==> src/vpd_pkg.sv <==
// Shared types and constants for the varint packet deframer.
// Holds the result record carried from the parser through the result queue.
// No dependencies.
package vpd_pkg;

    localparam int MAX_VARINT_BYTES_DEF = 5;
    localparam int QUEUE_DEPTH_DEF      = 4;

    typedef enum logic [1:0] {
        KIND_HEADER = 2'd0,
        KIND_BODY   = 2'd1,
        KIND_ERROR  = 2'd2
    } t_kind;

    localparam logic [1:0] ERR_NONE        = 2'd0;
    localparam logic [1:0] ERR_VARINT_LONG = 2'd1;
    localparam logic [1:0] ERR_PAST_END    = 2'd2;
    localparam logic [1:0] ERR_EMPTY       = 2'd3;

    typedef struct packed {
        t_kind       kind;
        logic [7:0]  body_byte;
        logic [31:0] packet_id;
        logic [31:0] declared_length;
        logic        is_compressed;
        logic [1:0]  error_code;
        logic        last;
    } t_result;

endpackage

==> src/vpd_parser.sv <==
// Front end of the deframer: decodes the varint fields of each packet and
// classifies every accepted byte into at most one result record.
// Depends on vpd_pkg.
module vpd_parser #(
    parameter int MAX_VARINT_BYTES = vpd_pkg::MAX_VARINT_BYTES_DEF
) (
    input  logic             i_clk,
    input  logic             i_rst_n,
    input  logic             i_cfg_valid,
    input  logic             i_cfg_compression_enabled,
    input  logic             i_take,
    input  logic [7:0]       i_rx_byte,
    output logic             o_res_valid,
    output vpd_pkg::t_result o_res
);
    import vpd_pkg::*;

    localparam int SEEN_W = $clog2(MAX_VARINT_BYTES + 1);

    typedef enum logic [2:0] {
        PH_PLEN  = 3'd0,
        PH_DLEN  = 3'd1,
        PH_PID   = 3'd2,
        PH_BODY  = 3'd3,
        PH_BODYZ = 3'd4,
        PH_SKIP  = 3'd5,
        PH_HALT  = 3'd6
    } t_phase;

    t_phase             r_phase, n_phase;
    logic [31:0]        r_value, n_value;
    logic [SEEN_W-1:0]  r_seen, n_seen;
    logic [31:0]        r_bytes_left, n_bytes_left;
    logic               r_comp_en, n_comp_en;

    logic [4:0]         w_shift;
    logic [31:0]        w_value;
    logic [SEEN_W-1:0]  w_seen_inc;
    logic               w_cont;
    logic               w_over;
    logic [31:0]        w_bl_dec;
    logic [31:0]        w_bl_body;

    // Each varint byte adds seven bits; groups beyond bit 31 fall off the top.
    assign w_shift    = 5'(r_seen) * 5'd7;
    assign w_value    = r_value | (32'(i_rx_byte[6:0]) << w_shift);
    assign w_seen_inc = r_seen + SEEN_W'(1);
    assign w_cont     = i_rx_byte[7];
    assign w_over     = w_cont && (w_seen_inc >= SEEN_W'(MAX_VARINT_BYTES));
    assign w_bl_dec   = r_bytes_left - 32'd1;
    assign w_bl_body  = (r_bytes_left != 32'd0) ? w_bl_dec : r_bytes_left;

    always_comb begin
        n_phase      = r_phase;
        n_value      = r_value;
        n_seen       = r_seen;
        n_bytes_left = r_bytes_left;
        n_comp_en    = i_cfg_valid ? i_cfg_compression_enabled : r_comp_en;
        o_res_valid  = 1'b0;
        o_res        = '0;

        if (i_take) begin
            unique case (r_phase)
                PH_PLEN: begin
                    n_value = w_value;
                    n_seen  = w_seen_inc;
                    if (w_over) begin
                        n_phase          = PH_HALT;
                        o_res_valid      = 1'b1;
                        o_res.kind       = KIND_ERROR;
                        o_res.error_code = ERR_VARINT_LONG;
                        o_res.last       = 1'b1;
                    end else if (!w_cont) begin
                        n_bytes_left = w_value;
                        n_value      = '0;
                        n_seen       = '0;
                        if (w_value == 32'd0) begin
                            o_res_valid      = 1'b1;
                            o_res.kind       = KIND_ERROR;
                            o_res.error_code = ERR_EMPTY;
                            o_res.last       = 1'b1;
                        end else begin
                            n_phase = r_comp_en ? PH_DLEN : PH_PID;
                        end
                    end
                end

                PH_DLEN, PH_PID: begin
                    n_bytes_left = w_bl_dec;
                    n_value      = w_value;
                    n_seen       = w_seen_inc;
                    if (w_over || (w_cont && w_bl_dec == 32'd0) ||
                        (!w_cont && r_phase == PH_DLEN && w_value == 32'd0 &&
                         w_bl_dec == 32'd0)) begin
                        // Faulty field: report it and drop what is left of the packet.
                        n_phase          = (w_bl_dec == 32'd0) ? PH_PLEN : PH_SKIP;
                        n_value          = '0;
                        n_seen           = '0;
                        o_res_valid      = 1'b1;
                        o_res.kind       = KIND_ERROR;
                        o_res.error_code = w_over ? ERR_VARINT_LONG : ERR_PAST_END;
                        o_res.last       = 1'b1;
                    end else if (!w_cont) begin
                        n_value = '0;
                        n_seen  = '0;
                        if (r_phase == PH_DLEN && w_value == 32'd0) begin
                            n_phase = PH_PID;
                        end else if (r_phase == PH_DLEN) begin
                            n_phase               = (w_bl_dec == 32'd0) ? PH_PLEN : PH_BODYZ;
                            o_res_valid           = 1'b1;
                            o_res.kind            = KIND_HEADER;
                            o_res.declared_length = w_value;
                            o_res.is_compressed   = 1'b1;
                            o_res.last            = (w_bl_dec == 32'd0);
                        end else begin
                            n_phase               = (w_bl_dec == 32'd0) ? PH_PLEN : PH_BODY;
                            o_res_valid           = 1'b1;
                            o_res.kind            = KIND_HEADER;
                            o_res.packet_id       = w_value;
                            o_res.declared_length = w_bl_dec;
                            o_res.last            = (w_bl_dec == 32'd0);
                        end
                    end
                end

                PH_BODY, PH_BODYZ, PH_SKIP: begin
                    n_bytes_left = w_bl_body;
                    if (w_bl_body == 32'd0) begin
                        n_phase = PH_PLEN;
                        n_value = '0;
                        n_seen  = '0;
                    end
                    if (r_phase != PH_SKIP) begin
                        o_res_valid         = 1'b1;
                        o_res.kind          = KIND_BODY;
                        o_res.body_byte     = i_rx_byte;
                        o_res.is_compressed = (r_phase == PH_BODYZ);
                        o_res.last          = (w_bl_body == 32'd0);
                    end
                end

                PH_HALT: begin
                    n_phase = PH_HALT;
                end

                default: begin
                    n_phase = PH_HALT;
                end
            endcase
        end
    end

    always_ff @(posedge i_clk) begin
        if (!i_rst_n) begin
            r_phase      <= PH_PLEN;
            r_value      <= '0;
            r_seen       <= '0;
            r_bytes_left <= '0;
            r_comp_en    <= 1'b0;
        end else begin
            r_phase      <= n_phase;
            r_value      <= n_value;
            r_seen       <= n_seen;
            r_bytes_left <= n_bytes_left;
            r_comp_en    <= n_comp_en;
        end
    end

endmodule

==> src/vpd_queue.sv <==
// Back end of the deframer: a small first-in first-out store of result
// records that presents the oldest one to the consumer. Depends on vpd_pkg.
module vpd_queue #(
    parameter int DEPTH = vpd_pkg::QUEUE_DEPTH_DEF
) (
    input  logic             i_clk,
    input  logic             i_rst_n,
    input  logic             i_wr,
    input  vpd_pkg::t_result i_item,
    input  logic             i_rd,
    output vpd_pkg::t_result o_item,
    output logic             o_full,
    output logic             o_empty
);
    import vpd_pkg::*;

    localparam int PTR_W = $clog2(DEPTH);
    localparam int CNT_W = $clog2(DEPTH + 1);

    t_result            r_mem [DEPTH];
    logic [PTR_W-1:0]   r_wr_ptr, r_rd_ptr;
    logic [CNT_W-1:0]   r_count;
    logic               w_wr, w_rd;

    assign o_full  = (r_count == CNT_W'(DEPTH));
    assign o_empty = (r_count == '0);
    assign w_wr    = i_wr && !o_full;
    assign w_rd    = i_rd && !o_empty;
    assign o_item  = r_mem[r_rd_ptr];

    always_ff @(posedge i_clk) begin
        if (w_wr) begin
            r_mem[r_wr_ptr] <= i_item;
        end
    end

    always_ff @(posedge i_clk) begin
        if (!i_rst_n) begin
            r_wr_ptr <= '0;
            r_rd_ptr <= '0;
            r_count  <= '0;
        end else begin
            if (w_wr) begin
                r_wr_ptr <= (r_wr_ptr == PTR_W'(DEPTH - 1)) ? '0 : r_wr_ptr + PTR_W'(1);
            end
            if (w_rd) begin
                r_rd_ptr <= (r_rd_ptr == PTR_W'(DEPTH - 1)) ? '0 : r_rd_ptr + PTR_W'(1);
            end
            if (w_wr && !w_rd) begin
                r_count <= r_count + CNT_W'(1);
            end else if (w_rd && !w_wr) begin
                r_count <= r_count - CNT_W'(1);
            end
        end
    end

endmodule

==> src/varint_packet_deframer_core.sv <==
// Varint packet deframer, top level: one byte is taken per cycle; the result
// it causes is written to the result queue at that same edge and, if the queue
// was empty, shows on the result ports from the next cycle.
// Sustained throughput is one byte per cycle; only a full result queue
// (QUEUE_DEPTH entries, at least 2) holds off further bytes.
// Synchronous active-low reset empties the queue, turns compression off and
// restarts on a packet-length field.
module varint_packet_deframer_core #(
    parameter int MAX_VARINT_BYTES = vpd_pkg::MAX_VARINT_BYTES_DEF,
    parameter int QUEUE_DEPTH      = vpd_pkg::QUEUE_DEPTH_DEF
) (
    input  logic        i_clk,
    input  logic        i_rst_n,
    input  logic        i_cfg_valid,
    output logic        o_cfg_ready,
    input  logic        i_cfg_compression_enabled,
    input  logic        push,
    output logic        full,
    input  logic [7:0]  i_rx_byte,
    output logic        empty,
    input  logic        pop,
    output logic [1:0]  o_kind,
    output logic [7:0]  o_body_byte,
    output logic [31:0] o_packet_id,
    output logic [31:0] o_declared_length,
    output logic        o_is_compressed,
    output logic [1:0]  o_error_code,
    output logic        o_last
);
    import vpd_pkg::*;

    logic    w_take;
    logic    w_res_valid;
    t_result w_res;
    t_result w_head;

    assign o_cfg_ready = 1'b1;
    assign w_take      = push && !full;

    vpd_parser #(
        .MAX_VARINT_BYTES(MAX_VARINT_BYTES)
    ) u_parser (
        .i_clk                     (i_clk),
        .i_rst_n                   (i_rst_n),
        .i_cfg_valid               (i_cfg_valid),
        .i_cfg_compression_enabled (i_cfg_compression_enabled),
        .i_take                    (w_take),
        .i_rx_byte                 (i_rx_byte),
        .o_res_valid               (w_res_valid),
        .o_res                     (w_res)
    );

    vpd_queue #(
        .DEPTH(QUEUE_DEPTH)
    ) u_queue (
        .i_clk   (i_clk),
        .i_rst_n (i_rst_n),
        .i_wr    (w_res_valid),
        .i_item  (w_res),
        .i_rd    (pop),
        .o_item  (w_head),
        .o_full  (full),
        .o_empty (empty)
    );

    assign o_kind            = w_head.kind;
    assign o_body_byte       = w_head.body_byte;
    assign o_packet_id       = w_head.packet_id;
    assign o_declared_length = w_head.declared_length;
    assign o_is_compressed   = w_head.is_compressed;
    assign o_error_code      = w_head.error_code;
    assign o_last            = w_head.last;

endmodule

==> config.mk <==
export PLATFORM = sky130hd
export DESIGN_NAME = varint_packet_deframer_core
export DESIGN_NICKNAME = d
export VERILOG_FILES = /design/src/vpd_pkg.sv /design/src/vpd_parser.sv /design/src/vpd_queue.sv /design/src/varint_packet_deframer_core.sv
export SDC_FILE = /design/constraint.sdc
export NUM_CORES = 1
export LEC_CHECK = 0
export BUFFER_PORTS_ARGS = -buffer_cell sky130_fd_sc_hd__clkbuf_2
export CORE_AREA = 2 2 318 194
export DETAILED_ROUTE_END_ITERATION = 8
export DIE_AREA = 0 0 320 196
export HOLD_SLACK_MARGIN = 0.06
export PLACE_DENSITY = 0.55
export SLEW_MARGIN = 15
export SYNTH_ARGS = -nofsm -noshare
export SYNTH_HDL_FRONTEND = slang
export SYNTH_SLANG_ARGS = --single-unit
export TNS_END_PERCENT = 20
==> constraint.sdc <==
create_clock -name i_clk -period 6.3 [get_ports i_clk]
set_input_delay 0.63 -clock i_clk [delete_from_list [all_inputs] [get_ports i_clk]]
set_output_delay 0.63 -clock i_clk [all_outputs]
set_load 0.02 [all_outputs]
Word level (Yosys, flattened, before mapping)
Memories as Yosys holds them, arrays and structs flattened. A register that Yosys moved wholly into a read port is not among the register bits.
Cells that the tools add are included.
{"block": "word_totals", "output_inout_bits": 81, "ram_bits": 312, "regBits": 78, "in_bits": 14, "mem_count": 1}
{"name": "u_queue.r_mem", "depth": 4, "width": 78, "rd": 1, "rd_ports_with_merged_regs": 1, "wr": 1, "line_no": "vpd_queue.sv:20", "rtl": "t_result r_mem [DEPTH];"}
{"block": "classes", "mul": 1, "n_eq_ne": 15, "bitwise": 1, "addsub": 6, "mux": 71, "reduce_logical": 31, "shifts": 1, "magnitude_cmp": 1}
{"operator": "32-bit 2-to-1 mux", "count": 9}
{"operator": "65-bit 2-to-1 mux", "count": 3}
{"operator": "32-bit one-hot mux with 3 select lines", "count": 2}
{"operator": "32-bit logical NOT", "count": 3}
{"operator": "78-bit 2-to-1 mux", "count": 1}
{"operator": "64-bit 2-to-1 mux", "count": 1}
{"operator": "3-bit 2-to-1 mux", "count": 18}
{"operator": "32-bit bitwise OR", "count": 1}
{"operator": "32-bit nonzero test", "count": 1}
{"operator": "7-bit by 5-bit left shift with 32-bit output", "count": 1}
{"operator": "32-bit by 1-bit subtractor with 32-bit output (second input constant)", "count": 1}
{"operator": "2-bit 2-to-1 mux", "count": 12}
{"operator": "3-bit one-hot mux with 3 select lines", "count": 2}
{"operator": "1-bit 2-to-1 mux", "count": 16}
{"operator": "1-bit logical AND", "count": 11}
{"operator": "3-bit equality test (second input constant)", "count": 3}
{"operator": "9-bit 2-to-1 mux", "count": 1}
{"operator": "3-bit by 2-bit inequality test with 1-bit output (second input constant)", "count": 3}
{"operator": "8-bit 2-to-1 mux", "count": 1}
{"operator": "3-bit by 1-bit adder with 3-bit output (second input constant)", "count": 2}
{"operator": "3-bit by 2-bit equality test with 1-bit output (second input constant)", "count": 2}
{"operator": "3-bit logical NOT", "count": 2}
{"operator": "1-bit one-hot mux with 3 select lines", "count": 2}
{"operator": "2-bit one-hot mux with 3 select lines", "count": 1}
{"operator": "20 further kinds", "count": 28}

Longest topological paths before layout
{"block": "depth", "word_depth": 15, "depth_mapped": 19, "depth_no_buf": 18}

Hierarchy
A second synthesis with hierarchy kept.
{"block": "hier_totals", "cells_unflattened": 1262, "hier_area_um2": 17971.0}
{"mod": "vpd_queue", "cells_each": 459, "instances": 1, "seq_area_each_um2": 9549.2, "area_each_um2": 11747.5}
{"mod": "vpd_parser", "cells_each": 800, "instances": 1, "seq_area_each_um2": 1421.4, "area_each_um2": 6198.4}
{"mod": "varint_packet_deframer_core", "cells_each": 3, "instances": 1, "seq_area_each_um2": 0.0, "area_each_um2": 25.0}

Worst setup path before layout
No wires, ideal clock.
{"block": "synth_timing", "path_kind": "flip-flop to flip-flop", "startpoint": "register u_parser.r_seen[0]", "endpoint": "memory u_queue.r_mem[1][0] (netlist name), enable pin", "path_stages_with_launch": 13, "arrival_ps": 5863, "path_slack_ps": -8, "period_less_slack_ps": 6308, "path_buffers": 0, "cell_sequence": "dfxtp_1 fa_1 ha_1 inv_1 fa_1 xor2_1 nor2_1 a221oi_1 nand4_1 nor4_4 mux2_2 a21oi_2 and2_1"}
{"block": "synth_via", "elab_chain_cells": 13, "word_cells_on_any_way": 23}
{"item": "start: declaration", "line_no": "vpd_parser.sv:32", "rtl": "logic [SEEN_W-1:0] r_seen, n_seen;"}
{"item": "start signal: assignment", "line_no": "vpd_parser.sv:163", "rtl": "r_seen <= n_seen;"}
{"item": "3-bit by 3-bit multiplier with 5-bit output", "line_no": "vpd_parser.sv:45", "rtl": "assign w_shift = 5'(r_seen) * 5'd7;"}
{"item": "7-bit by 5-bit left shift with 32-bit output", "line_no": "vpd_parser.sv:46", "rtl": "assign w_value = r_value | (32'(i_rx_byte[6:0]) << w_shift);"}
{"item": "32-bit bitwise OR", "line_no": "vpd_parser.sv:46"}
{"item": "32-bit logical NOT", "line_no": "vpd_parser.sv:77, vpd_parser.sv:93, vpd_parser.sv:106"}
{"item": "1-bit logical AND (on tied branches)", "line_no": "vpd_parser.sv:106, vpd_parser.sv:93"}
{"item": "1-bit 2-to-1 mux / 1-bit logical AND (equally long branches)", "line_no": "vpd_parser.sv:106, vpd_parser.sv:93"}
{"item": "1-bit 2-to-1 mux / 1-bit logical OR (equally long branches)", "line_no": "vpd_parser.sv:103, vpd_parser.sv:92"}
{"item": "1-bit 2-to-1 mux", "line_no": "vpd_parser.sv:92", "rtl": "if (w_over || (w_cont && w_bl_dec == 32'd0) ||"}
{"item": "1-bit one-hot mux with 3 select lines *", "line_no": "vpd_parser.sv:63", "rtl": "unique case (r_phase)"}
{"item": "1-bit 2-to-1 mux *", "line_no": "vpd_parser.sv:62", "rtl": "if (i_take) begin"}
{"item": "1-bit logical AND *", "line_no": "vpd_queue.sv:27", "rtl": "assign w_wr = i_wr && !o_full;"}
{"item": "via u_queue.w_wr", "line_no": "vpd_queue.sv:23", "rtl": "logic w_wr, w_rd;"}
{"item": "1-bit 2-to-1 mux *", "line_no": "vpd_queue.sv:32", "rtl": "if (w_wr) begin"}
{"item": "1-bit 2-to-1 mux (implied by the code) *", "line_no": "vpd_queue.sv:33", "rtl": "r_mem[r_wr_ptr] <= i_item;"}
{"item": "end: declaration", "line_no": "vpd_queue.sv:20"}
Mark *: on every way through the listed nets, which the timed path passes. The rest lies on a longest branch.

Worst setup path in the final report
{"block": "layout_timing", "startpoint": "register u_parser.r_seen[0]", "endpoint": "register u_queue.r_count[2]"}
{"block": "layout_via", "elab_chain_cells": 14, "word_cells_on_any_way": 26}
{"item": "3-bit by 3-bit multiplier with 5-bit output", "line_no": "vpd_parser.sv:45"}
{"item": "7-bit by 5-bit left shift with 32-bit output", "line_no": "vpd_parser.sv:46"}
{"item": "32-bit bitwise OR", "line_no": "vpd_parser.sv:46"}
{"item": "32-bit logical NOT", "line_no": "vpd_parser.sv:77, vpd_parser.sv:93, vpd_parser.sv:106"}
{"item": "1-bit logical AND (on tied branches)", "line_no": "vpd_parser.sv:106, vpd_parser.sv:93"}
{"item": "1-bit 2-to-1 mux / 1-bit logical AND (equally long branches)", "line_no": "vpd_parser.sv:106, vpd_parser.sv:93"}
{"item": "1-bit 2-to-1 mux / 1-bit logical OR (equally long branches)", "line_no": "vpd_parser.sv:103, vpd_parser.sv:92"}
{"item": "1-bit 2-to-1 mux", "line_no": "vpd_parser.sv:92"}
{"item": "1-bit one-hot mux with 3 select lines *", "line_no": "vpd_parser.sv:63"}
{"item": "1-bit 2-to-1 mux *", "line_no": "vpd_parser.sv:62"}
{"item": "1-bit logical AND *", "line_no": "vpd_queue.sv:27"}
{"item": "via u_queue.w_wr", "line_no": "vpd_queue.sv:23"}
{"item": "1-bit logical NOT", "line_no": "vpd_queue.sv:51", "rtl": "end else if (w_rd && !w_wr) begin"}
{"item": "1-bit logical AND", "line_no": "vpd_queue.sv:51"}
{"item": "2-bit nonzero test (no source line)"}
{"item": "end signal: assignment", "line_no": "vpd_queue.sv:50", "rtl": "r_count <= r_count + CNT_W'(1);"}
{"item": "end signal: assignment", "line_no": "vpd_queue.sv:52", "rtl": "r_count <= r_count - CNT_W'(1);"}
{"item": "end: declaration", "line_no": "vpd_queue.sv:22", "rtl": "logic [CNT_W-1:0] r_count;"}
Marks and branches as above.
A chain may end at the register's enable or synchronous reset.

==> metrics.cfg <==
[run_status]
outcome = finished, final reports clean

[logic_synthesis]
ys_types = 85
netlist_area_mm2 = 0.0178
synth_top_family_by_area = simple AND/OR/NAND/NOR gates
syn-num-nets = 1294
synthArstFlopShare = 0
synth_area_per_cell_um2 = 14.0
yosysWarnings = 0
synth.area.mux_share = 0.115
synth_flop_cell = edfxtp_1
synth-compound-area-share = 0.0943
ys_ff_latch = 392
synth_edf_count = 312
synth-seq-area-share = 0.618
synth-xor-area-share = 0.0168
yosys.area_share.simple = 0.119
synth_adder_area_share = 0.0118
synthCells = 1265

[timing]
fmax_mhz = 173
fin_crit_sh = 0.916
setup_viol = 0
fin_skew_ns = 0.0197
relSlewSlack = 0.232
rsz0062_at_grt = false
hold_viol = 0
period_minus_slack_ns = 5.77
hold_ws_ns = 0.363
worst_slack_ns = 0.527
tightest_slew_ns = 1.15
drv_slew = 0

[drt]
routed_wl_um = 49700
ant_nets = 0
vias_per_cell = 5.27
wl_per_cell_um = 22.8
first_iter_violations = 1162
drt-pass1-iter-count = 7
drc = 0
routed-via-count = 11500

[global_route]
grt_max_degree = 65
grt.total_usage = 0.158
grt.overflow.total = 0
antenna_found_initial = 0
grt-busiest-layer = met1
grt_pass1_wl_um = 74500
use_met2 = 0.219
grt_pass1_vias = 11200
grtUsageMet1 = 0.237
use_met3 = 0.0579

[cts]
cts-root-buf = clkbuf_16
ctsHoldBuffers = 0
cts_resized = 0
cts_tree = done
clk_latency_ns = 0.56
clock-sinks = 392
numCtsBuffers = 38
htreeDepth = 2
cts.path.max_buffers = 3
clkTransAtPathRegs_ns = 0.07
post-cts-setup-buffers = 0

[place]
dp_cells = 2113
globalplace.congestion = 0.934
dp_hpwl_um = 34700
io_buffers = 93
placed_area_mm2 = 0.0194
pre_cts_slack_ns = 0.666

[critical_path]
worstSetupPathType = register to register
critPathCaptureType = register
cp-start-kind = register
cp_data_required_time_ns = 6.79
worstPathArrival_ns = 6.26
path_max_fanout = 21

[cells_and_area]
area_delta_synth_final_pct = 16.1
mostFrequentLayoutCells = edfxtp_1, nor2_1, clkbuf_2
layout.nets = 1390
nFillCells = 5837
drive_gt1_frac = 0.238
final_cell_count_no_fill = 2184
postLayoutCoreUtil = 0.343
fin_area_mm2 = 0.0206
final_common_cell = edfxtp_1

[floorplan]
die_area_mm2 = 0.0627
start_util = 0.296
num_rows = 70
die_w_um = 320
ios = 95
fp.coreArea_mm2 = 0.0601
die_y_um = 196

[min_path]
hp-class = input port to register

[run]
drv_cap = 0

[power_and_ir_drop]
powerDensity_mw_per_mm2 = 408
ir_worst_vdd_mv = 0.205
leakagePower_nw = 6.87

## cell type report
cell class,instances,area [µm²],share of cell area
sequential,392,11000,0.533
clock inverter,16,174,0.00844
antenna,1,2.50,0.000121
tap,792,991,0.0481
multi-input combinational,768,6380,0.309
inverter,20,75.1,0.00364
timing repair buffer,141,976,0.0473
clock buffer,54,1040,0.0505
## registers in the layout, indices dropped and copies added (netlist names), named ones only
signal,count
u_parser.r_phase,3
u_parser.r_seen,3
u_queue.r_mem,312
u_parser.r_comp_en,1
u_queue.r_rd_ptr,2
u_parser.r_value,32
u_queue.r_wr_ptr,2
u_queue.r_count,3
u_parser.r_bytes_left,32
## worst paths after layout
kind / from / to / slack [ns] / cells after the start
setup / recovery: u_parser.r_seen[0] / u_queue.r_count[2] / 0.53 / 19
hold / removal: i_cfg_compression_enabled / u_parser.r_comp_en / 0.36 / 3
setup reg to reg: u_parser.r_seen[0] / u_queue.r_count[2] / 0.53 / 19
hold reg to reg: u_parser.r_value[31] / u_parser.r_value[31] / 0.46 / 2
## critical path, stage by stage, from the launching register on
cell and delay (ns):
dfxtp_1 0.35, buf_4 0.28, ha_1 0.27, ha_1 0.17, inv_1 0.06, fa_1 0.47
xnor2_1 0.56, nor2_1 0.21, a21oi_1 0.22, nor4bb_1 0.45, nand4_1 0.27, nor4_4 0.49
mux2_2 0.40, a21oi_2 0.21, ha_1 0.22, inv_1 0.06, fa_1 0.38, xor2_1 0.16
or3_1 0.31, a21boi_0 0.16
## where the power goes
group,total [W],internal [W],switching [W],leakage (nW)
clock network,0.00226,0.00125,0.00100,0.584
registers,0.00318,0.00296,0.000221,3.54
logic,0.00297,0.00109,0.00189,2.74
total,0.00841,0.00530,0.00311,6.87
## per-stage QoR
step	setup TNS [ns]	power, W
6_report	0	0.00841
5_1_grt	0	0.00886
2_1_floorplan	-1.76	0.00524
4_1_cts	0	0.00848
3_5_place_dp	0	0.00620
3_3_place_gp	0	0.00619
## routing by layer
metal	wire (µm)	share of wire	vias to the layer above
met4	830	0.017	0
met3	5130	0.10	57
met2	20300	0.41	439
met1	23500	0.47	5853
li1	-	-	5163
met5	0	0	-
## logic make-up after synthesis
logic type	Yosys count
and+or+nand+nor	398
DFF	392
AOI/OAI and AO/OA	218
buffers and inverters	105
muxes	102
xor gates and xnor gates	34
adders and majority gates	15
other	1
## synth_stat cells (15+ instances only)
cell type  instances  area (µm²)
a211oi_1          31         233
a21oi_1           36         180
and2_1            26         163
clkbuf_1          55         206
dfxtp_1           80        1600
edfxtp_1         312        9370
inv_1             19        71.3
mux2i_1           15         150
mux4_2            81        1820
nand2_1           68         255
nand3_1           20         100
nor2_1           106         398
nor2b_1           22         138
nor3_1            64         320
nor4_1            18         113
o211a_1           20         200
o21ai_0           22         110
xnor2_1           19         166
xor2_1            15         131
Note: power is estimated with default switching activity, not from simulation.
